$ cat config.mk
export PLATFORM = sky130hd
export DESIGN_NAME = xdkb_cfg
export DESIGN_NICKNAME = d
export VERILOG_FILES = /design/src/rtl/xdkb_pkg.sv /design/src/rtl/xdkb_cfg.sv
export SDC_FILE = /design/constraint.sdc
export NUM_CORES = 1
export LEC_CHECK = 0
export BUFFER_PORTS_ARGS = -buffer_cell sky130_fd_sc_hd__buf_2
export CELL_PAD_IN_SITES_DETAIL_PLACEMENT = 0
export CELL_PAD_IN_SITES_GLOBAL_PLACEMENT = 1
export CORE_MARGIN = 2
export CORE_UTILIZATION = 37
export DETAILED_ROUTE_END_ITERATION = 7
export HOLD_SLACK_MARGIN = 0.12
export PLACE_DENSITY = 0.87
export SLEW_MARGIN = 20
export SYNTH_ARGS = -nofsm -noshare
export SYNTH_HDL_FRONTEND = slang
export SYNTH_SLANG_ARGS = --single-unit
export TNS_END_PERCENT = 1
$ cat constraint.sdc
create_clock -name clk_i -period 0.9 [get_ports clk_i]
set_input_delay 0 -clock clk_i [delete_from_list [all_inputs] [get_ports clk_i]]
set_output_delay 0 -clock clk_i [all_outputs]
set_load 0.01 [all_outputs]
$ cat src/rtl/xdkb_pkg.sv
`timescale 1ns / 1ps
`default_nettype none

package xdkb_pkg;

  localparam int BUCKET_COUNT = 256;
  localparam int BUCKET_SLOTS = 8;
  localparam int MAX_CLOSEST  = 16;

  localparam int TABLE_SLOTS = BUCKET_COUNT * BUCKET_SLOTS;

  localparam int ID_W   = 256;
  localparam int WORD_W = 64;
  localparam int TAG_W  = 48;
  localparam int TIME_W = 48;
  localparam int CMD_W  = 3;
  localparam int WANT_W = 5;

  localparam int BKT_W  = (BUCKET_COUNT > 1) ? $clog2(BUCKET_COUNT) : 1;
  localparam int FILL_W = $clog2(BUCKET_SLOTS + 1);
  localparam int TAB_AW = (TABLE_SLOTS > 1) ? $clog2(TABLE_SLOTS) : 1;
  localparam int TOT_W  = $clog2(TABLE_SLOTS + 1);
  localparam int CNT_W  = $clog2(MAX_CLOSEST + 1);
  localparam int LZ_W   = $clog2(ID_W + 1);

  localparam int CHUNK_W  = 16;
  localparam int CHUNKS   = ID_W / CHUNK_W;
  localparam int CHUNK_IW = $clog2(CHUNKS);

  localparam int CFG_REGS = 4;
  localparam int CFG_IW   = 2;
  localparam int CFG_AW   = 5;
  localparam int CFG_DW   = 64;

  localparam logic [CMD_W-1:0] CMD_ADD     = 3'd0;
  localparam logic [CMD_W-1:0] CMD_REMOVE  = 3'd1;
  localparam logic [CMD_W-1:0] CMD_FIND    = 3'd2;
  localparam logic [CMD_W-1:0] CMD_CLOSEST = 3'd3;
  localparam logic [CMD_W-1:0] CMD_EVICT   = 3'd4;

  typedef struct packed {
    logic [ID_W-1:0]   id;
    logic [TAG_W-1:0]  tag;
    logic [TIME_W-1:0] seen;
  } rec_t;

  typedef struct packed {
    logic ok;
    logic has;
    logic last;
    rec_t rec;
  } res_t;

  typedef struct packed {
    logic             done;
    logic [BKT_W-1:0] bucket;
  } lz_rsp_t;

  function automatic logic [3:0] lz8(logic [7:0] v);
    logic [3:0] n;
    logic       hit;
    n   = '0;
    hit = 1'b0;
    for (int i = 7; i >= 0; i--) begin
      if (!hit) begin
        if (v[i]) hit = 1'b1;
        else n = n + 4'd1;
      end
    end
    return n;
  endfunction

endpackage

`default_nettype wire

$ cat src/rtl/xdkb_cfg.sv
`timescale 1ns / 1ps
`default_nettype none

module xdkb_cfg (
  input  wire logic                                clk_i,
  input  wire logic                                rst_ni,
  input  wire logic                                psel,
  input  wire logic                                penable,
  input  wire logic                                pwrite,
  input  wire logic [xdkb_pkg::CFG_AW-1:0]         paddr,
  input  wire logic [xdkb_pkg::CFG_DW-1:0]         pwdata,
  output logic      [xdkb_pkg::CFG_DW-1:0]         prdata,
  output logic                                     pready,
  output logic      [xdkb_pkg::ID_W-1:0]           self_id_o
);

  logic [xdkb_pkg::CFG_DW-1:0] self_q [xdkb_pkg::CFG_REGS];
  logic [xdkb_pkg::CFG_IW-1:0] idx;

  assign idx    = paddr[xdkb_pkg::CFG_AW-1:3];
  assign pready = 1'b1;
  assign prdata = self_q[idx];

  assign self_id_o = {self_q[0], self_q[1], self_q[2], self_q[3]};

  always_ff @(posedge clk_i or negedge rst_ni) begin
    if (!rst_ni) begin
      for (int i = 0; i < xdkb_pkg::CFG_REGS; i++) self_q[i] <= '0;
    end else if (psel && penable && pwrite) begin
      self_q[idx] <= pwdata;
    end
  end

endmodule

`default_nettype wire

# After elaboration in Yosys (flattened, before gate mapping)
# Cells that the tools add are included.
# Widths: inputs -> output; s select.
[totals] register_bits=256 latchBits=0 ramBits=0 romBits=0 in_bits=74 output_inout_bits=321 elab_cells=16 n_memories=0
[op_classes] add_sub_neg=0 multipliers=0 div=0 n_lt_le_gt_ge=2 n_eq_ne=0 n_shift=0 n_mux=6 bitwise=1 reduce_logical=3
[ops] op="$bwmux 256" count=1
[ops] op="$mux 64" count=3
[ops] op="$bmux 64 s2" count=1
[ops] op="$demux 64 s2" count=1
[ops] op="$ge 3x3->1 const B" count=1
[ops] op="$logic_and 1x1->1" count=3
[ops] op="$lt 3x1->1 const B" count=1
[ops] op="$not 2->3" count=1

# Depth between registers and ports, before layout
# Gate-level depths: netlist (run 1).
[logic_depth] ltp_word=6 mapped_depth=5 depth_no_buf=3

# Worst setup path after synthesis (run 1)
# OpenSTA, ideal clock, no wires.
[synth_timing] path_type="input -> register" start="in pwrite" end="reg self_q (netlist bit self_id_o[195])" setup_time_ns=0.125 arrival_time_ns=0.979 required_ns=0.775 path_slack_ns=-0.203 stages=5 path_buffers=2 path_cell_list="and3_4 nor3b_2 buf_6 buf_6 mux2_2"
[synth_via] elab_chain_cells=1
[synth_rtl] item="start, declared" line="xdkb_cfg.sv:9" source="input wire logic pwrite,"
[synth_rtl] item="$logic_and 1x1->1" line="xdkb_cfg.sv:29" source="end else if (psel && penable && pwrite) begin"
[synth_rtl] item="end signal, assigned by index" line="xdkb_cfg.sv:30" source="self_q[idx] <= pwdata;"
[synth_rtl] item="end, declared" line="xdkb_cfg.sv:17" source="logic [xdkb_pkg::CFG_DW-1:0] self_q [xdkb_pkg::CFG_REGS];"
# Every way passes these cells.
# A chain may end at the register's enable or synchronous reset.

# Final worst setup path (run 1)
[layout_timing] start="reg self_q (netlist bit self_id_o[24])" end="out prdata[24] (netlist name)"
[layout_via] elab_chain_cells=3
[layout_rtl] item="$bmux 64 s2" line="xdkb_cfg.sv:22" source="assign prdata = self_q[idx];"
[layout_rtl] item="$mux 64 (not written as such) (2 in series)" line="xdkb_cfg.sv:22"
[layout_rtl] item="end, declared" line="xdkb_cfg.sv:12" source="output logic [xdkb_pkg::CFG_DW-1:0] prdata,"
# Every way passes these cells. The select of a mux whose other input is x is not followed.

==> results of run 1 <==
[what timing repair did]
action / 4_1_cts / 5_1_grt
resized for setup: 355 / 162
setup buffers: 4 / 9
pin swaps: 0 / 0
hold endpoints to repair: 512 / 29
endpoints found under the setup margin: 390 / 488
gates cloned: 0 / 0
[worst max path at each step]
| stage | slack, ps | from | depth (start not counted) | end |
|---|---|---|---|---|
| finish | -720 | self_id_o[24]$_DFFE_PN0P_ | 2 | prdata[24] |
| global placement | -620 | pwrite | 6 | self_id_o[225]$_DFFE_PN0P_ |
| detailed placement | -640 | pwrite | 6 | self_id_o[215]$_DFFE_PN0P_ |
| global route | -750 | self_id_o[24]$_DFFE_PN0P_ | 2 | prdata[24] |
| CTS | -700 | self_id_o[24]$_DFFE_PN0P_ | 2 | prdata[24] |
| floorplan | -200 | pwrite | 5 | self_id_o[195]$_DFFE_PN0P_ |
[final cells by class]
class | instances | area share
Sequential cell | 256 | 0.322
Tap cell | 390 | 0.0245
Clock inverter | 5 | 0.00390
Multi-Input combinational cell | 326 | 0.233
Clock buffer | 44 | 0.0444
Timing Repair Buffer | 750 | 0.372
Antenna cell | 3 | 0.000378
[per-stage QoR]
stage	setup slack [ps]	hold WS (ps)	instance area, sq um	std cells	total power [mW]
2_1_floorplan	-203	-296	11200	624	21.7
3_3_place_gp	-624	-63.0	15700	1644	30.4
3_5_place_dp	-638	-62.2	15700	1644	30.9
4_1_cts	-702	-42.3	19100	1762	47.5
5_1_grt	-746	-22.1	19900	1774	51.6
6_report	-724	-55.9	19900	1774	49.8
[worst register-to-register path, cell delays in order, from the launching register on]
cell     delay (ps)
dfrtp_1         400
buf_6           130
buf_6           100
buf_6           110
mux2_4          250
[kinds of logic (layout without fill, tap and decap cells)]
family | after synthesis | in the layout
mux | 320 | 320
flops | 256 | 256
buf+inv | 42 | 799
simple gates | 5 | 5
other cells | 1 | 4
[layout by cell type, fill, tap and decap left out]
cell and n:
buf_6 448, mux4_2 64, dlygate4sd3_1 65, bufinv_16 2, clkbuf_8 10, mux2_2 194
clkinvlp_4 1, buf_4 61, and3_4 1, diode_2 3, dfrtp_1 256, buf_8 1
nand3b_1 1, conb_1 1, and3b_4 1, nor3b_4 1, clkbuf_1 5, buf_2 152
clkbuf_16 29, nand3_4 1, clkinv_2 2, buf_12 23, mux2_4 62
[report_power, final]
group	switching, mW	internal (mW)	leakage (nW)
logic	7.92	13.7	5.98
clock network	4.82	7.23	0.471
registers	1.99	14.2	3.14
total	14.7	35.1	9.59
[metal layers]
| layer | part of all wire | track usage | wire [um] |
|---|---|---|---|
| met5 | 0 | 0 | 0 |
| met4 | 0.042 | 0.0994 | 1760 |
| met2 | 0.55 | 0.465 | 22800 |
| met1 | 0.35 | 0.263 | 14700 |
| met3 | 0.058 | 0.0514 | 2420 |
==> flow_summary.toml, run 1 <==
[floorplanning]
die_y_um = 178
io_pins = 395
fp.dieArea_sq_um = 31600
core_area_sq_um = 29600
start_util = 0.377
die_w_um = 178
rows = 63

[grt]
grt_pass1_vias = 10200
grt_usage = 0.245
grt_overflow = 0
antenna_found_initial = 3
grt_max_degree = 45
grt_pass1_wl_mm = 59.2

[sta]
rsz0062_at_grt = "yes"
finalSetupViolations = 405
slew_violations = 0
layout_setup_ws_ps = -724
setup_tns_ps = -115890
max_freq_mhz = 616
period_needed_ps = 1620
fin_hold_ws_ps = -55.9
min_period_over_period = 1.80
hold_viol_final = 28
skew_ps = 0

[critical_path]
critPathBufInv = 1
cp.required_ps = 900
reg2reg_from = "self_id_o[118]$_DFFE_PN0P_"
crit_path_top_delay_cell = "mux4_2"
end_kind = "output pin"
ff2ff_path_depth = 4
reg2reg_to = "self_id_o[118]$_DFFE_PN0P_"
cp_top_family = "multiplexers"
path_class = "flip-flop to output pin"
crit_chain = "mux4_2 -> buf_6"
path_max_fanout = 2
cp-start-kind = "flip-flop"
regToRegSetupSlack_ps = -200
crit_arrival_ps = 1620
worst_path_largest_cell_delay_ps = 530

[logic_synthesis]
yosys.area_share.simple = 0.00448
synth_fa_ha_area_frac = 0
synth_top_area_frac = 0.574
synthMuxAreaShare = 0.387
ys_top_cells_by_count = "256 x dfrtp_1, 246 x mux2_2, 64 x mux4_2, 26 x buf_6, 14 x buf_2"
synth_compound_area_frac = 0
synthArstFlopShare = 1.00
synth_most_common_cell = "dfrtp_1"
syn-instance-count = 624
yosysTopAreaCell = "dfrtp_1"
yosys_warnings = 0
synth_xor_area_frac = 0
syn_nets = 698
synth.cell_area_sq_um = 11200
synth_area_per_cell_sq_um = 17.9
synth_seq_cells = 256
synth-edff-count = 0
yosys.cell_types.count = 13
synth_top_family_by_area = "multiplexers"
ys_top_cells_by_area = "dfrtp_1 57%, mux2_2 25%, mux4_2 13%, buf_6 2.6%, mux2_1 1.0%"
ys.flop_type = "dfrtp_1"
synth_seq_area_share = 0.574

[power_and_ir_drop]
peakVddDrop_v = 0.00167
p_per_area_nw_per_um2 = 2510
p_leak_nw = 9.59

[hold_path]
hp-class = "primary input to async pin"

[place]
dpl.hpwl_mm = 23.9
gp_congestion = 0.820
portBuffers = 390

[outcome]
outcome = "finished with violations"
violations = "hold timing, setup timing"

[cts]
clock_path_buffers = 3
cts-root-buf = "clkbuf_16"
clkSlewWorstSetupHoldPaths_ps = 60
htree_levels = 1
cts_made_buffers = 28
clk-insertion-delay-late_ps = 550
tritoncts = "done"
cts_num_sinks = 256
postCtsHoldBufs = 65

[final_layout]
drive_gt1_frac = 0.762
nNetsFinal = 1436
area_growth_pct = 78.1
largest_reg_flops = 256
multi_input_area_sq_um = 4630
final_core_util = 0.671
register_area_sq_um = 6410
fillers = 1895

[detailed_routing]
drt-total-wl_mm = 41.6
wl_per_cell_um = 23.4
drc = 0
drtIter0Drc = 389
first_pass_iters = 4
ant_nets = 0
routed_via_density = 5.15
vias = 9137

[job]
timing.max_cap.violations = 0
No activity file was read; power rests on OpenSTA's default activity.
==> inputs of run 2 (changes only) <==
- ABC_AREA: default -> 1
- CORE_UTILIZATION: 37 -> 32
- PLACE_DENSITY: 0.87 -> 0.86
==> flow_summary.toml, run 2 <==
[sta]
skew_ps = 0
layout_setup_ws_ps = -495
slew_violations = 0
min_period_over_period = 1.55
hold_viol_final = 24
fin_hold_ws_ps = -44.0
rsz0062_at_grt = "yes"
finalSetupViolations = 320
max_freq_mhz = 717
period_needed_ps = 1400

[floorplanning]
rows = 70
die_w_um = 195
start_util = 0.322
core_area_sq_um = 36300
fp.dieArea_sq_um = 38100
die_y_um = 195
io_pins = 395

[detailed_routing]
drtIter0Drc = 709
drc = 0
ant_nets = 0
first_pass_iters = 5
drt-total-wl_mm = 45.1
vias = 12200
wl_per_cell_um = 17.6
routed_via_density = 4.77
top_layer = "met4"
dr_wl_met2_mm = 21.5
drt-met1-wl_mm = 19.5
wl_met3_mm = 3.21

[power_and_ir_drop]
comb_power_share = 0.271
p_leak_nw = 9.83
pwr-share-clk = 0.326
switching_power_mw = 13.0
p_per_area_nw_per_um2 = 2340
peakVddDrop_v = 0.00141
p_int_mw = 26.7
seq_power_share = 0.402
p_sw_frac = 0.328

[place]
gp_congestion = 0.820
portBuffers = 390
dpl.hpwl_mm = 30.6
dp.cells = 2421

[critical_path]
cpMostUsedCell = "nand2_1"
cp_num_cells = 5
ff2ff_path_depth = 3
cp.required_ps = 900
critPathBufInv = 1
end_kind = "output pin"
path_class = "flip-flop to output pin"
crit_chain = "nand2_1 -> nand2_1 -> nand2_1 -> nand3_2 -> buf_6"
path_max_fanout = 2
cp-start-kind = "flip-flop"
crit_path_top_delay_cell = "dfrtp_1"
cp_top_family = "flip-flops"
crit_arrival_ps = 1400
worst_path_largest_cell_delay_ps = 400

[logic_synthesis]
synth_most_common_cell = "nand2_1"
synth.cell_area_sq_um = 11700
ys.flop_type = "dfrtp_1"
synth_area_per_cell_sq_um = 7.41
yosysTopAreaCell = "dfrtp_1"
yosys_warnings = 0
synth_seq_cells = 256
ys_top_cells_by_area = "dfrtp_1 55%, nand2_1 37%, nand3_1 2.7%, buf_2 2.2%, buf_4 1.0%"
synth_seq_area_share = 0.547
syn_nets = 1654
ys_top_cells_by_count = "1,157 x nand2_1, 256 x dfrtp_1, 63 x nand3_1, 52 x buf_2, 16 x buf_4"
yosys.cell_types.count = 16
syn-instance-count = 1580
synth-edff-count = 0
synthArstFlopShare = 1.00
synth_top_area_frac = 0.547

[final_layout]
instances_no_fill = 2559
largest_reg_flops = 256
nNetsFinal = 2143
drive_gt1_frac = 0.271
final_common_cell = "nand2_1"
area_growth_pct = 44.9
diodes = 0
final_cell_mix = "1,152 x nand2_1, 332 x buf_2, 253 x dfrtp_1"

[cts]
cts-root-buf = "clkbuf_16"
htree_levels = 1
cts_made_buffers = 29
clkSlewWorstSetupHoldPaths_ps = 60
postCtsHoldBufs = 65
cts_num_sinks = 256
clk-insertion-delay-late_ps = 550
tritoncts = "done"
clock_path_buffers = 3

[grt]
antenna_found_initial = 0
grt_usage = 0.233
grt_pass1_wl_mm = 69.6
grt_pass1_vias = 12100
grt_max_degree = 41
grt_overflow = 0

[hold_path]
hp-class = "primary input to async pin"

[job]
timing.max_cap.violations = 0

[outcome]
violations = "hold timing, setup timing"
outcome = "finished with violations"
[run 2: changes by cell type after synthesis, sizes merged, moves of 6 or more]
cell,previous run,this run
buf,42,76
inv,0,6
clkbuf,0,7
mux4,64,0
mux2,256,0
nand2,0,1164
nand3,1,64
nor2,0,6
[run 2: area by class of cell]
cell class	count	area, sq um
Fill cell	3497	19400
Sequential cell	256	6410
Multi-Input combinational cell	1235	4890
Timing Repair Buffer	541	4000
Clock buffer	36	802
Tap cell	468	586
Clock inverter	17	248
Inverter	6	22.5
[run 2: per-layer routing]
layer  GRT usage  vias up
li1            -     5755
met1       0.309     5887
met2       0.394      497
met3      0.0392       74
met4      0.0616        0
met5           0        -
[run 2: worst reg2reg max path, cell delays in order, from the launching register on]
cell,delay [ps]
dfrtp_1,400
buf_4,140
nand2_1,50
nand2_1,50
[run 2: timing repair]
action                                  in CTS  in global routing
setup buffers                                7                 13
hold endpoints to repair                   512                 24
endpoints found under the setup margin     320                320
gates resized for setup                     50                 39
pin swaps                                   27                 23
[run 2: power by group through the flow]
stage	combinational, mW	clock (mW)	sequential, mW
finish	10.8	13.0	16.0
global route	11.9	13.7	16.3
CTS	10.4	13.2	16.0
detailed placement	9.56	0	16.1
global placement	9.40	0	16.0
floorplan	3.44	0	16.8
[run 2: cell families (layout without fill, tap and decap cells)]
family / after synthesis / after routing / synth area share
flops: 256 / 256 / 0.547
buf+inv: 89 / 600 / 0.0424
other cells: 1 / 1 / 0.000320
simple gates: 1234 / 1234 / 0.410
[run 2: final timing paths]
kind	to	start	slack, ps
worst min register to register	self_id_o[56]$_DFFE_PN0P_	self_id_o[56]$_DFFE_PN0P_	490
worst max register to register	self_id_o[152]$_DFFE_PN0P_	self_id_o[152]$_DFFE_PN0P_	160
max in group asynchronous	self_id_o[98]$_DFFE_PN0P_	rst_ni	380
worst min-delay path	self_id_o[69]$_DFFE_PN0P_	rst_ni	-40
worst max-delay path	prdata[13]	self_id_o[205]$_DFFE_PN0P_	-500
min in group clk_i	self_id_o[211]$_DFFE_PN0P_	penable	100
[run 2: stage by stage]
step | setup TNS, ps | setup WS [ps] | util | total power [mW] | area [sq um]
3_5_place_dp | -46690 | -223 | 0.403 | 25.6 | 14600
4_1_cts | -87380 | -527 | 0.459 | 39.5 | 16700
3_3_place_gp | -38510 | -230 | 0.403 | 25.4 | 14600
2_1_floorplan | 0 | 42.0 | - | 20.3 | 11700
6_report | -80650 | -495 | 0.467 | 39.8 | 17000
5_1_grt | -95110 | -550 | 0.467 | 41.8 | 17000
==> inputs of run 3 (changes only) <==
- BUFFER_PORTS_ARGS: -buffer_cell sky130_fd_sc_hd__buf_2 -> -buffer_cell sky130_fd_sc_hd__buf_4
==> flow_summary.toml, run 3 (synthesis results as in run 2) <==
[detailed_routing]
wl_per_cell_um = 18.3
first_pass_iters = 5
routed_via_density = 4.77
drt-total-wl_mm = 47.3
ant_nets = 0
vias = 12300
drtIter0Drc = 598
drc = 0

[grt]
grt_usage = 0.242
grt_max_degree = 38
antenna_found_initial = 0
grt_pass1_wl_mm = 72.2
grt_overflow = 0
grt_pass1_vias = 12300

[job]
timing.max_cap.violations = 0

[critical_path]
regToRegSetupSlack_ps = 40
ff2ff_path_depth = 4
path_max_fanout = 2
timing.critical_path.from = "self_id_o[95]$_DFFE_PN0P_"
reg2reg_to = "self_id_o[31]$_DFFE_PN0P_"
reg2reg_from = "self_id_o[31]$_DFFE_PN0P_"
cp.required_ps = 900
path_class = "flip-flop to output pin"
cp-start-kind = "flip-flop"
end_kind = "output pin"
endpoint = "prdata[31]"
crit_arrival_ps = 1390

[place]
portBuffers = 390
dpl.hpwl_mm = 31.4
dp.cells = 2435
place_ws_ps = -233
gp_congestion = 0.831
dpl_cell_area_sq_um = 15700

[power_and_ir_drop]
pwr-share-clk = 0.277
p_sw_frac = 0.322
p_per_area_nw_per_um2 = 2230
switching_power_mw = 13.6
p_leak_nw = 10.5
comb_power_share = 0.335
p_int_mw = 28.6
peakVddDrop_v = 0.00133
seq_power_share = 0.388
total_power_mw = 42.2

[final_layout]
final_core_util = 0.521
final_cell_mix = "1,146 x nand2_1, 306 x buf_6, 252 x dfrtp_1"
nNetsFinal = 2169
instances_no_fill = 2581
final_common_cell = "nand2_1"
diodes = 0
area_growth_pct = 61.9
postLayoutCellArea_sq_um = 19000
drive_gt1_frac = 0.290
largest_reg_flops = 256

[cts]
clock_path_buffers = 3
htree_levels = 1
cts_made_buffers = 29
clk-insertion-delay-late_ps = 530
postCtsHoldBufs = 71
clkSlewWorstSetupHoldPaths_ps = 60
cts-root-buf = "clkbuf_16"
tritoncts = "done"
cts_num_sinks = 256

[sta]
skew_ps = 0
finalSetupViolations = 320
layout_setup_ws_ps = -494
fin_hold_ws_ps = -29.0
rsz0062_at_grt = "yes"
hold_viol_final = 20
slew_violations = 0
setup_tns_ps = -80040
min_period_over_period = 1.55
period_needed_ps = 1390
max_freq_mhz = 717

[outcome]
violations = "hold timing, setup timing"
outcome = "finished with violations"

[floorplanning]
start_util = 0.322
die_w_um = 195
core_area_sq_um = 36300
die_y_um = 195
io_pins = 395
fp.dieArea_sq_um = 38100
rows = 70

[hold_path]
hp-class = "primary input to async pin"
-- run 3: cell types whose count changed in the layout (fill, tap and decap cells not counted), sizes merged, moves of 3 or more --
cell,delta
buf,+20
clkbuf,+6
bufinv,-4
dlygate4sd3,+3
dlymetal6s4s,+3
-- run 3: layer usage --
metal,share of wire,track usage,wire [um]
met1,0.42,0.314,19700
met4,0.020,0.0616,937
met2,0.49,0.413,23000
met3,0.076,0.0503,3570
met5,0,0,0
-- run 3: cell type report --
cell class	instances	area, sq um
timing repair buffer	567	5960
sequential	256	6410
tap	468	586
clock inverter	7	85.1
inverter	6	22.5
fill	3373	17400
multi-input combinational	1235	5040
clock buffer	42	845
-- run 3: power by group through the flow --
stage          Clock, mW  Combinational, mW  Sequential [mW]
2_1_floorplan          0               3.44             16.8
3_3_place_gp           0               11.4             16.1
3_5_place_dp           0               11.5             16.1
4_1_cts             11.9               13.4             16.3
5_1_grt             12.4               15.2             16.7
6_report            11.7               14.1             16.4
-- run 3: critical path, cell delays in order (launching register included) --
cell and delay (ps):
dfrtp_1 390, nand2_1 70, nand2_1 50, nand2_1 60, nand3_2 120, buf_6 160
-- run 3: worst min path at each step --
stage            from                          to  slack (ps)  cells past startpoint
2_1_floorplan  rst_ni    self_id_o[0]$_DFFE_PN0P_        -300                      0
3_3_place_gp   rst_ni  self_id_o[245]$_DFFE_PN0P_         -70                      1
3_5_place_dp   rst_ni  self_id_o[181]$_DFFE_PN0P_         -70                      1
4_1_cts        rst_ni  self_id_o[177]$_DFFE_PN0P_         -50                      2
5_1_grt        rst_ni  self_id_o[181]$_DFFE_PN0P_         -30                      2
6_report       rst_ni  self_id_o[181]$_DFFE_PN0P_         -30                      2
-- run 3: timing repair --
item / CTS / global route
gates resized for setup: 277 / 88
setup endpoints to repair: 320 / 325
buffers inserted: 5 / 21
pin swaps: 30 / 29
hold endpoints to repair: 512 / 26
