File: config.mk
export PLATFORM = sky130hd
export DESIGN_NAME = xdkb_lzc
export DESIGN_NICKNAME = d
export VERILOG_FILES = /design/src/rtl/xdkb_pkg.sv /design/src/rtl/xdkb_lzc.sv
export SDC_FILE = /design/constraint.sdc
export NUM_CORES = 1
export LEC_CHECK = 0
export ABC_AREA = 0
export ABC_CLOCK_PERIOD_IN_PS = 5200
export BUFFER_PORTS_ARGS = -buffer_cell sky130_fd_sc_hd__buf_2
export CORE_AREA = 2 2 206 208
export CTS_CLUSTER_SIZE = 12
export DETAILED_ROUTE_END_ITERATION = 10
export DIE_AREA = 0 0 208 210
export GPL_TIMING_DRIVEN = 0
export PLACE_DENSITY = 0.64
export SLEW_MARGIN = 20
export SYNTH_ARGS = -nofsm -noshare
export SYNTH_HDL_FRONTEND = slang
export SYNTH_SLANG_ARGS = --single-unit
export TNS_END_PERCENT = 30
File: constraint.sdc
create_clock -name clk_i -period 5.2 [get_ports clk_i]
set_clock_uncertainty 0.2 [all_clocks]
set_input_delay 0.52 -clock clk_i [delete_from_list [all_inputs] [get_ports clk_i]]
set_output_delay 0.52 -clock clk_i [all_outputs]
set_load 0.1 [all_outputs]
File: src/rtl/xdkb_pkg.sv
`timescale 1ns / 1ps
`default_nettype none

package xdkb_pkg;

  localparam int BUCKET_COUNT = 256;
  localparam int BUCKET_SLOTS = 8;
  localparam int MAX_CLOSEST  = 16;

  localparam int TABLE_SLOTS = BUCKET_COUNT * BUCKET_SLOTS;

  localparam int ID_W   = 256;
  localparam int WORD_W = 64;
  localparam int TAG_W  = 48;
  localparam int TIME_W = 48;
  localparam int CMD_W  = 3;
  localparam int WANT_W = 5;

  localparam int BKT_W  = (BUCKET_COUNT > 1) ? $clog2(BUCKET_COUNT) : 1;
  localparam int FILL_W = $clog2(BUCKET_SLOTS + 1);
  localparam int TAB_AW = (TABLE_SLOTS > 1) ? $clog2(TABLE_SLOTS) : 1;
  localparam int TOT_W  = $clog2(TABLE_SLOTS + 1);
  localparam int CNT_W  = $clog2(MAX_CLOSEST + 1);
  localparam int LZ_W   = $clog2(ID_W + 1);

  localparam int CHUNK_W  = 16;
  localparam int CHUNKS   = ID_W / CHUNK_W;
  localparam int CHUNK_IW = $clog2(CHUNKS);

  localparam int CFG_REGS = 4;
  localparam int CFG_IW   = 2;
  localparam int CFG_AW   = 5;
  localparam int CFG_DW   = 64;

  localparam logic [CMD_W-1:0] CMD_ADD     = 3'd0;
  localparam logic [CMD_W-1:0] CMD_REMOVE  = 3'd1;
  localparam logic [CMD_W-1:0] CMD_FIND    = 3'd2;
  localparam logic [CMD_W-1:0] CMD_CLOSEST = 3'd3;
  localparam logic [CMD_W-1:0] CMD_EVICT   = 3'd4;

  typedef struct packed {
    logic [ID_W-1:0]   id;
    logic [TAG_W-1:0]  tag;
    logic [TIME_W-1:0] seen;
  } rec_t;

  typedef struct packed {
    logic ok;
    logic has;
    logic last;
    rec_t rec;
  } res_t;

  typedef struct packed {
    logic             done;
    logic [BKT_W-1:0] bucket;
  } lz_rsp_t;

  function automatic logic [3:0] lz8(logic [7:0] v);
    logic [3:0] n;
    logic       hit;
    n   = '0;
    hit = 1'b0;
    for (int i = 7; i >= 0; i--) begin
      if (!hit) begin
        if (v[i]) hit = 1'b1;
        else n = n + 4'd1;
      end
    end
    return n;
  endfunction

endpackage

`default_nettype wire

File: src/rtl/xdkb_lzc.sv
`timescale 1ns / 1ps
`default_nettype none

module xdkb_lzc (
  input  wire logic                        clk_i,
  input  wire logic                        rst_ni,
  input  wire logic                        start_i,
  input  wire logic [xdkb_pkg::ID_W-1:0]   key_i,
  input  wire logic [xdkb_pkg::ID_W-1:0]   self_i,
  output xdkb_pkg::lz_rsp_t                rsp_o
);

  logic                              busy_q;
  logic                              done_q;
  logic [xdkb_pkg::CHUNK_IW-1:0]     idx_q;
  logic [xdkb_pkg::LZ_W-1:0]         cnt_q;
  logic [xdkb_pkg::ID_W-1:0]         dist_q;
  logic [xdkb_pkg::CHUNK_W-1:0]      chunk;
  logic [4:0]                        chunk_lz;
  logic                              chunk_nz;
  logic                              last_chunk;

  assign chunk      = dist_q[xdkb_pkg::ID_W-1 -: xdkb_pkg::CHUNK_W];
  assign chunk_nz   = chunk != '0;
  assign chunk_lz   = (chunk[15:8] != 8'd0) ? {1'b0, xdkb_pkg::lz8(chunk[15:8])}
                                            : 5'd8 + {1'b0, xdkb_pkg::lz8(chunk[7:0])};
  assign last_chunk = idx_q == xdkb_pkg::CHUNK_IW'(xdkb_pkg::CHUNKS - 1);

  always_ff @(posedge clk_i or negedge rst_ni) begin
    if (!rst_ni) begin
      busy_q <= 1'b0;
      done_q <= 1'b0;
      idx_q  <= '0;
      cnt_q  <= '0;
    end else begin
      done_q <= 1'b0;
      if (start_i) begin
        busy_q <= 1'b1;
        idx_q  <= '0;
        cnt_q  <= '0;
      end else if (busy_q) begin
        idx_q <= idx_q + 1'b1;
        cnt_q <= cnt_q + (chunk_nz ? xdkb_pkg::LZ_W'(chunk_lz)
                                   : xdkb_pkg::LZ_W'(xdkb_pkg::CHUNK_W));
        if (chunk_nz || last_chunk) begin
          busy_q <= 1'b0;
          done_q <= 1'b1;
        end
      end
    end
  end

  always_ff @(posedge clk_i) begin
    if (start_i) dist_q <= key_i ^ self_i;
    else if (busy_q) dist_q <= dist_q << xdkb_pkg::CHUNK_W;
  end

  assign rsp_o.done   = done_q;
  assign rsp_o.bucket = (cnt_q >= xdkb_pkg::LZ_W'(xdkb_pkg::BUCKET_COUNT - 1))
                        ? xdkb_pkg::BKT_W'(xdkb_pkg::BUCKET_COUNT - 1)
                        : xdkb_pkg::BKT_W'(cnt_q);

endmodule

`default_nettype wire

Word level (Yosys, flattened, before mapping)
Index checks and enable logic that the tools add are counted. W data, S select, Z words.

Order comparisons: 1. Shift operators: 0. Multiplexer cells: 71. Bitwise logic cells: 1. Multiply operators: 0. $add $sub $neg: 17. Div/mod/pow operators: 0. Equal/unequal tests: 1. Reduce and logical (&&, ||, !) cells: 4.

Operator list (count): $mux W256 (2); $xor A256 B256 Y256 (1); $mux W4 (30); $add A4 B1 Y4 const B (15); $mux W1 (34); $mux W9 (2); $reduce_bool A16 Y1 (1); $mux W5 (2); $add A9 B5 Y9 (1); $ge A9 B8 Y1 const B (1); $mux W8 (1); $reduce_bool A8 Y1 (1); $add A4 B4 Y5 const A (1); $eq A4 B4 Y1 const B (1); $reduce_bool A2 Y1 (1); $logic_or A1 B1 Y1 (1).

Memories kept: 0. Output and inout bits: 9. Register bits: 271. Word-level logic and storage cells: 100. Memory bits (writable): 0. Bits in read-only memories: 0. Latch bits: 0.

Longest topological paths before layout
Gate-level depths: netlist of the first run.

Depth in word-level cells: 28. Depth in mapped cells: 22.

Worst setup path before layout of the first run
Ideal clock, no wire load.

Kind: input-to-reg. Start point: in start_i. End point: reg dist_q[0] in the netlist's numbering (enable). Buffers on the path: 2. Arrival: 4.058 ns. Slack: 0.431 ns. Stages: 3. Path through: buf_2 clkbuf_1 or2_2.

Word-level cells in the longest chain between the ends: 1.

RTL lines: start: declaration (RTL line xdkb_lzc.sv:7) `input wire logic start_i,`; $reduce_bool A2 Y1 (no line); end signal: assignment (RTL line xdkb_lzc.sv:54) `if (start_i) dist_q <= key_i ^ self_i;`; end signal: assignment (RTL line xdkb_lzc.sv:55) `else if (busy_q) dist_q <= dist_q << xdkb_pkg::CHUNK_W;`; end: declaration (RTL line xdkb_lzc.sv:17) `logic [xdkb_pkg::ID_W-1:0] dist_q;`.

Every way passes these cells. A chain may end at the register's enable or synchronous reset.

Worst setup path in the final report of the first run
Start point: reg dist_q[245] in the netlist's numbering. End point: reg cnt_q[8] in the netlist's numbering.

Word-level cells in the longest chain between the ends: 23.

RTL lines: $mux W4 (RTL line xdkb_pkg.sv:66) `if (v[i]) hit = 1'b1;`; $mux W4 (RTL line xdkb_pkg.sv:65) `if (!hit) begin`; $add A4 B1 Y4 (RTL line xdkb_pkg.sv:67) `else n = n + 4'd1;`; $mux W4 (RTL line xdkb_pkg.sv:66); $mux W4 (RTL line xdkb_pkg.sv:65); $add A4 B1 Y4 (RTL line xdkb_pkg.sv:67); $mux W4 (RTL line xdkb_pkg.sv:66); $mux W4 (RTL line xdkb_pkg.sv:65); (+7 left out); $mux W4 (RTL line xdkb_pkg.sv:66); $mux W4 (RTL line xdkb_pkg.sv:65); $add A4 B4 Y5 (RTL line xdkb_lzc.sv:26) `: 5'd8 + {1'b0, xdkb_pkg::lz8(chunk[7:0])};`; $mux W5 (RTL line xdkb_lzc.sv:25) `assign chunk_lz = (chunk[15:8] != 8'd0) ? {1'b0, xdkb_pkg::lz8(chunk[15:8])}`; $mux W5 * (RTL line xdkb_lzc.sv:43) `cnt_q <= cnt_q + (chunk_nz ? xdkb_pkg::LZ_W'(chunk_lz)`; $add A9 B5 Y9 * (RTL line xdkb_lzc.sv:43); $mux W9 * (RTL line xdkb_lzc.sv:41) `end else if (busy_q) begin`; $mux W9 * (RTL line xdkb_lzc.sv:37) `if (start_i) begin`; end signal: assignment (RTL line xdkb_lzc.sv:43); end: declaration (RTL line xdkb_lzc.sv:16) `logic [xdkb_pkg::LZ_W-1:0] cnt_q;`.

Every way passes the cells marked *; elsewhere a longest branch is shown, timed or not. The select of a mux whose other input is x is not followed.

==> key figures, run 1 <==
Clock network
  • CTS root buf: clkbuf_16
  • CTS tree: yes
  • Reg clk slew, reported paths: 0.06 ns
  • Clk sinks: 271
  • Clock Tree Buf Depth: 3
  • Worst skew pair latency: 0.58 ns
  • CTS Buf Count: 30
  • H-tree lvl count: 1

Placed design
  • GP Congestion: 0.898
  • IO Port Bufs: 522
  • Worst slack at placement: 0.166 ns
  • Area after DPL: 17200 um2
  • Post-DP HPWL: 36300 um

Setup path
  • Critical Path RT: 5.49 ns
  • Critical Path, Cell by Cell: a21oi_1 > ha_1 > o31a_1 > ha_1 > mux2i_1 > a21boi_0 > ha_1 > nand2_1 > nand2_1 > ha_1 > nand2b_1 > xnor2_1 > nor3b_1 > mux2i_1 > o21ai_0 > ha_1 > a21o_1 > a21o_1 > a21oi_1 > o21ai_0 > a21oi_1
  • Crit start category: register
  • Critical-path top delay cell: edfxtp_1
  • Worst-path maximum fanout: 5
  • Critical path's top delay family: compound AO/OA/AOI/OAI gates
  • Crit path kind: register to register
  • Critical Path Sink Type: register
  • WP data arrival: 5.09 ns
  • WP buf/inv: 0
  • Worst stage delay on the critical path: 0.46 ns
  • Cell mode on critical path: ha_1

Global routing
  • Total global-route track usage: 19.8%
  • Total gr overflow: 0
  • Largest net degree at the start of global routing: 55
  • First-pass GRT wire length: 65300 um
  • Antenna violations before repair: 16
  • Vias in the first global route: 11632

STA
  • Fin crit share: 92.3%
  • WHS: 0.122 ns
  • Min cycle time layout: 4.80 ns
  • Final Hold Fails: 0
  • Slew at the pin closest to its max-slew limit: 0.664 ns
  • Max-slew headroom: 55.7%
  • Final setup margin: 0.401 ns
  • Setup TNS: 0 ns
  • Max Slew Vio Count: 0
  • RSZ-0062 raised after global routing: false
  • Peak Freq: 208 MHz
  • Final setup viols: 0

Synth
  • Post-Syn Instances: 1232
  • Area contributors post-synth: edfxtp_1, xnor2_1, a21oi_1
  • Distinct cell type count after synthesis: 42
  • Synth top area share: 55.9%
  • Post-synthesis cell area: 13800 um2
  • FF+latch count, synth: 271
  • Yosys top cell by area: edfxtp_1
  • EDFF count, synth: 256
  • Top_reg_cell synth: edfxtp_1
  • Avg Cell Area, Syn: 11.2 um2
  • Ys Warns: 0
  • Register area share after synthesis: 58.6%
  • Post-Synthesis Net Count: 1761
  • Async set-reset flop share out of synthesis: 5.54%

Detailed routing
  • Final ANT Viol Nets: 0
  • DRT Pass-1 Iters: 5
  • DRT iter0 DRCs: 546
  • DRC: 0
  • Via density: 4.75
  • Routed WL: 44600 um
  • Wire length per cell: 18.9 um
  • Vias: 11179

Finish
  • Area Overhead vs Synth: 31.4%
  • Final std cell area, no fill: 18100 um2
  • Share of post-route cells with drive strength above 1: 32.3%
  • Fin nets: 2321

Power
  • Leak Pwr: 7.32 nW
  • Total power: 5.62 mW
  • Pwr/cell area: 311 nW/um2
  • Peak VDD IR: 249 uV

Floorplan
  • Core ar.: 41500 um2
  • Die Width: 208 um
  • Io pins: 524
  • Die Y: 210 um
  • Die area: 43700 um2
  • Rows: 75
  • Starting Density: 33.2%

Min path
  • Min-Delay Path Class: input pin to register

Run status
  • Status: finished, final reports clean

Run
  • Max Cap Violations: 0
==> worst paths after layout <==
kind	startpoint	end	slack [ns]	depth (start not counted)
min in group asynchronous	rst_ni	cnt_q[1]	0.20	2
hold / removal	key_i[56]	dist_q[56]	0.12	3
max in group asynchronous	rst_ni	idx_q[0]	4.35	2
setup reg to reg	dist_q[245]	cnt_q[8]	0.40	21
setup / recovery	dist_q[245]	cnt_q[8]	0.40	21
hold reg to reg	idx_q[3]	idx_q[3]	0.36	2
==> logic make-up after synthesis <==
kind of cell	count (synthesis)	share of synthesized area (%)
and+or+nand+nor	320	9.76
AOI/OAI and AO/OA	287	10.9
DFF	271	58.6
xor gates and xnor gates	266	16.9
buffers and inverters	65	1.84
adders and majority gates	14	1.33
muxes	9	0.655
==> worst reg2reg max path: stages, from the launching register on <==
cell	delay (ns)
edfxtp_1	0.46
a21oi_1	0.24
ha_1	0.29
o31a_1	0.32
ha_1	0.27
mux2i_1	0.08
a21boi_0	0.28
ha_1	0.30
nand2_1	0.06
nand2_1	0.05
ha_1	0.19
nand2b_1	0.09
xnor2_1	0.13
nor3b_1	0.22
mux2i_1	0.12
o21ai_0	0.18
ha_1	0.29
a21o_1	0.19
a21o_1	0.20
a21oi_1	0.26
o21ai_0	0.14
a21oi_1	0.14
==> area by class of cell <==
cell class,instances,area (um2)
Buffer,60,234
Sequential cell,271,8060
Timing Repair Buffer,528,2750
Clock buffer,35,769
Multi-Input combinational cell,896,5460
Tap cell,539,674
Fill cell,3980,23400
Clock inverter,18,111
Inverter,5,18.8
Antenna cell,3,7.51
==> layer usage <==
layer  global-route usage, %  part of all wire (%)
met1                    21.9                    37
met2                    38.4                    54
met5                       0                 0.061
met4                    5.97                   2.9
met3                    3.26                   6.5
==> cell usage in the layout (no fill, tap or decap), types with 8 or more instances in the layout <==
| cell type | n |
|---|---|
| clkbuf_1 | 56 |
| or2_2 | 8 |
| edfxtp_1 | 256 |
| buf_2 | 526 |
| clkinv_1 | 10 |
| xnor2_1 | 246 |
| mux2i_1 | 9 |
| and2_1 | 16 |
| clkbuf_16 | 30 |
| ha_1 | 13 |
| nor2_1 | 259 |
| dfrtp_1 | 15 |
| nand2_1 | 9 |
| o21ai_0 | 13 |
| xor2_1 | 20 |
| a21oi_1 | 253 |
==> synth_stat cells, drive strengths merged, types with 9 or more instances <==
cell / n
nand2: 9
clkbuf: 51
buf: 9
or2: 9
dfrtp: 15
mux2i: 9
a21oi: 253
ha: 13
and2: 17
xor2: 20
edfxtp: 256
xnor2: 246
nor2: 260
o21ai: 13
==> where the power goes <==
part           switching, mW  leakage (nW)  total (mW)  internal [mW]
Sequential            0.0866          2.76        2.77           2.68
Clock                  0.871         0.423        1.92           1.05
Combinational          0.508          4.14       0.928          0.420
==> state kept, by name, indices dropped and copies added, names as in the netlist <==
| register | cells |
|---|---|
| cnt_q | 9 |
| busy_q | 1 |
| done_q | 1 |
| idx_q | 4 |
| dist_q | 256 |
==> metrics by stage <==
step	instances	util, %
2_1_floorplan	1232	-
3_3_place_gp	2293	41.1
3_5_place_dp	2298	41.4
4_1_cts	2352	43.6
5_1_grt	2355	43.6
6_report	2355	43.6
==> repair_timing <==
item / in CTS / in global routing
hold buffers: 1 / 0
resized for setup: 0 / 2
setup buffers: 0 / 0
setup endpoints to repair: 0 / 4
endpoints found under the hold margin: 15 / 0
Note: power is estimated with default switching activity, not from simulation.
==> run 2, diff against run 1 <==
--- a/config.mk
+++ b/config.mk
@@ -7,12 +7,13 @@
 export LEC_CHECK = 0
 export ABC_AREA = 0
 export ABC_CLOCK_PERIOD_IN_PS = 5200
-export BUFFER_PORTS_ARGS = -buffer_cell sky130_fd_sc_hd__buf_2
+export BUFFER_PORTS_ARGS = -buffer_cell sky130_fd_sc_hd__clkbuf_2
 export CORE_AREA = 2 2 206 208
 export CTS_CLUSTER_SIZE = 12
 export DETAILED_ROUTE_END_ITERATION = 10
 export DIE_AREA = 0 0 208 210
 export GPL_TIMING_DRIVEN = 0
+export MAX_ROUTING_LAYER = met4
 export PLACE_DENSITY = 0.64
 export SLEW_MARGIN = 20
 export SYNTH_ARGS = -nofsm -noshare
==> run 2 against run 1 <==
Effect of this change: power down 0.90%; clock power down 2%; register-to-register slack lost 0.08 ns; sequential share of layout area is 0.11 points higher; core utilization is 0.11 points lower; critical endpoint unchanged; largest cell class unchanged.
==> key figures, run 2 (same netlist as run 1, synthesis figures left out) <==
Global routing
  • Total gr overflow: 0 (unchanged)
  • Largest net degree at the start of global routing: 56 (+1.8%)
  • Total global-route track usage: 20.4% (+0.63 points)
  • Vias in the first global route: 11467 (-1.4%)
  • Antenna violations before repair: 7 (-9)
  • First-pass GRT wire length: 65500 um (+0.34%)

Min path
  • Min-Delay Path Class: input pin to register
  • Hold depth: 3 (unchanged)
  • Endpoint, Worst Hold: dist_q[59]
  • Hold_sp: key_i[59]

Setup path
  • Worst-path maximum fanout: 5 (unchanged)
  • Critical Path Sink Type: register
  • Reg2reg end: cnt_q[8]
  • Critical Path RT: 5.42 ns (-0.07 ns)
  • WP data arrival: 5.10 ns (about the same)
  • R2r startpoint: dist_q[245]
  • Crit start category: register
  • Crit path kind: register to register
  • Reg-to-reg setup timing slack: 0.33 ns (-0.08 ns)
  • Cell depth of the worst flop-to-flop path: 21 (unchanged)

Placed design
  • IO Port Bufs: 522 (unchanged)
  • Post-DP HPWL: 36400 um (+0.17%)
  • Area after DPL: 17200 um2 (unchanged)
  • Dpl cells: 2298 (unchanged)
  • GP Congestion: 0.910 (+1.3%)

Run status
  • Status: finished, final reports clean

STA
  • Max-slew headroom: 49.4% (-6.4 points)
  • RSZ-0062 raised after global routing: false
  • Final setup viols: 0 (unchanged)
  • Peak Freq: 205 MHz (-1.5%)
  • Slew at the pin closest to its max-slew limit: 0.760 ns (+0.0955 ns)
  • Final Hold Fails: 0 (unchanged)
  • Fin crit share: 93.7% (+1.5 points)
  • Max Slew Vio Count: 0 (unchanged)
  • Min cycle time layout: 4.87 ns (+0.0755 ns)

Power
  • Pwr/cell area: 309 nW/um2 (-0.66%)
  • Leak Pwr: 7.41 nW (+1.2%)
  • Peak VDD IR: 220 uV (-12%)

Detailed routing
  • Routed WL: 44500 um (-0.17%)
  • Vias: 11107 (-0.64%)
  • Via density: 4.72 (-0.56%)
  • Wire length per cell: 18.9 um (about the same)
  • DRT iter0 DRCs: 639 (+17%)
  • Final ANT Viol Nets: 0 (unchanged)
  • DRC: 0 (unchanged)
  • DRT Pass-1 Iters: 5 (unchanged)

Clock network
  • Clock Tree Buf Depth: 3 (unchanged)
  • CTS Buf Count: 29 (-3.3%)
  • CTS root buf: clkbuf_16
  • Worst skew pair latency: 0.57 ns (about the same)
  • CTS tree: yes
  • Reg clk slew, reported paths: 0.06 ns (about the same)
  • Clk sinks: 271 (unchanged)
  • Post-CTS Setup Inserts: 0 (unchanged)
  • H-tree lvl count: 1 (unchanged)

Floorplan
  • Rows: 75 (unchanged)
  • Io pins: 524 (unchanged)
  • Die area: 43700 um2 (unchanged)
  • Die Width: 208 um (unchanged)
  • Core ar.: 41500 um2 (unchanged)
  • Starting Density: 33.2% (unchanged)
  • Die Y: 210 um (unchanged)

Finish
  • Largest register FFs: 256 (unchanged)
  • Share of post-route cells with drive strength above 1: 32.1% (-0.13 points)
  • Top Registers: dist_q x256, cnt_q x9, idx_q x4
  • Top reg by flops: dist_q
  • Most common library cell in the layout ignoring fill and taps: clkbuf_2
  • Fillers: 3973 (-0.18%)
  • Final std cell area, no fill: 18000 um2 (-0.24%)
  • Fin nets: 2320 (-0.043%)
  • Final non-filler cell total: 2353 (-0.085%)
  • Area Overhead vs Synth: 31.1%
  • Fin util: 43.5% (-0.11 points)
  • Most frequent cells in the layout: clkbuf_2, nor2_1, edfxtp_1

Run
  • Max Cap Violations: 0 (unchanged)
[run 2: cell types whose count changed in the layout (fill, tap and decap cells not counted), moves of 5 or more]
cell and delta:
buf_2 -522, clkbuf_2 +522, clkbuf_1 +6, clkinv_1 -5
[run 2: routing by layer]
metal	GRT usage (%)	up-vias	part of all wire, %	wire [um]
met3	2.88	56	6.0	2660
met5	-	-	0	0
met1	22.7	5179	38	16700
met2	38.7	465	55	24300
li1	-	5407	-	-
met4	4.35	0	1.9	838
[run 2: what timing repair did]
| item | in CTS | in global routing |
|---|---|---|
| endpoints found under the hold margin | 15 | 0 |
| resized for setup | 0 | 2 |
| hold buffers | 1 | 0 |
| endpoints found under the setup margin | 0 | 4 |
[run 2: power breakdown]
| part | total (mW) | leakage, nW | switching (mW) | internal, mW |
|---|---|---|---|---|
| clock network | 1.88 | 0.404 | 0.846 | 1.03 |
| registers | 2.77 | 2.76 | 0.0871 | 2.68 |
| logic | 0.926 | 4.25 | 0.506 | 0.420 |
[run 2: critical path, cell delays in order, from the launching register on]
cell      delay, ns
edfxtp_1       0.45
a21oi_1        0.26
ha_1           0.29
o31a_1         0.30
ha_1           0.28
mux2i_1        0.08
a21boi_0       0.29
ha_1           0.31
nand2_1        0.06
nand2_1        0.05
ha_1           0.18
nand2b_1       0.09
xnor2_1        0.14
nor3b_1        0.24
mux2i_1        0.13
o21ai_0        0.21
ha_1           0.30
a21o_1         0.19
a21o_1         0.19
a21oi_1        0.26
or3_1          0.15
a21oi_1        0.06
[run 2: worst max-delay path by stage]
stage,start,to,slack [ns],cells after the start
after floorplan,start_i,dist_q[0],0.43,3
after global placement,start_i,dist_q[104],-1.40,3
after detailed placement,dist_q[247],cnt_q[5],0.16,19
after CTS,dist_q[246],cnt_q[5],0.13,19
after global routing,dist_q[246],cnt_q[8],0.06,21
final,dist_q[245],cnt_q[8],0.33,21
[run 2: stage by stage]
stage / setup TNS, ns / power (mW) / hold slack, ns / setup slack, ns
2_1_floorplan: 0 / 3.29 / 0.0244 / 0.431
3_3_place_gp: -353.54 / 3.74 / 0.252 / -1.40
3_5_place_dp: 0 / 3.75 / 0.251 / 0.159
4_1_cts: 0 / 5.63 / 0.110 / 0.134
5_1_grt: 0 / 5.83 / 0.116 / 0.0606
6_report: 0 / 5.57 / 0.136 / 0.325
[run 2: cell type report]
class | instances | area, um2 | share of cell area (%)
Antenna cell | 3 | 7.51 | 0.0416
Buffer | 60 | 234 | 1.30
Clock buffer | 40 | 767 | 4.25
Clock inverter | 11 | 70.1 | 0.388
Inverter | 5 | 18.8 | 0.104
Multi-Input combinational cell | 896 | 5460 | 30.3
Sequential cell | 271 | 8060 | 44.7
Tap cell | 539 | 674 | 3.74
Timing Repair Buffer | 528 | 2750 | 15.2
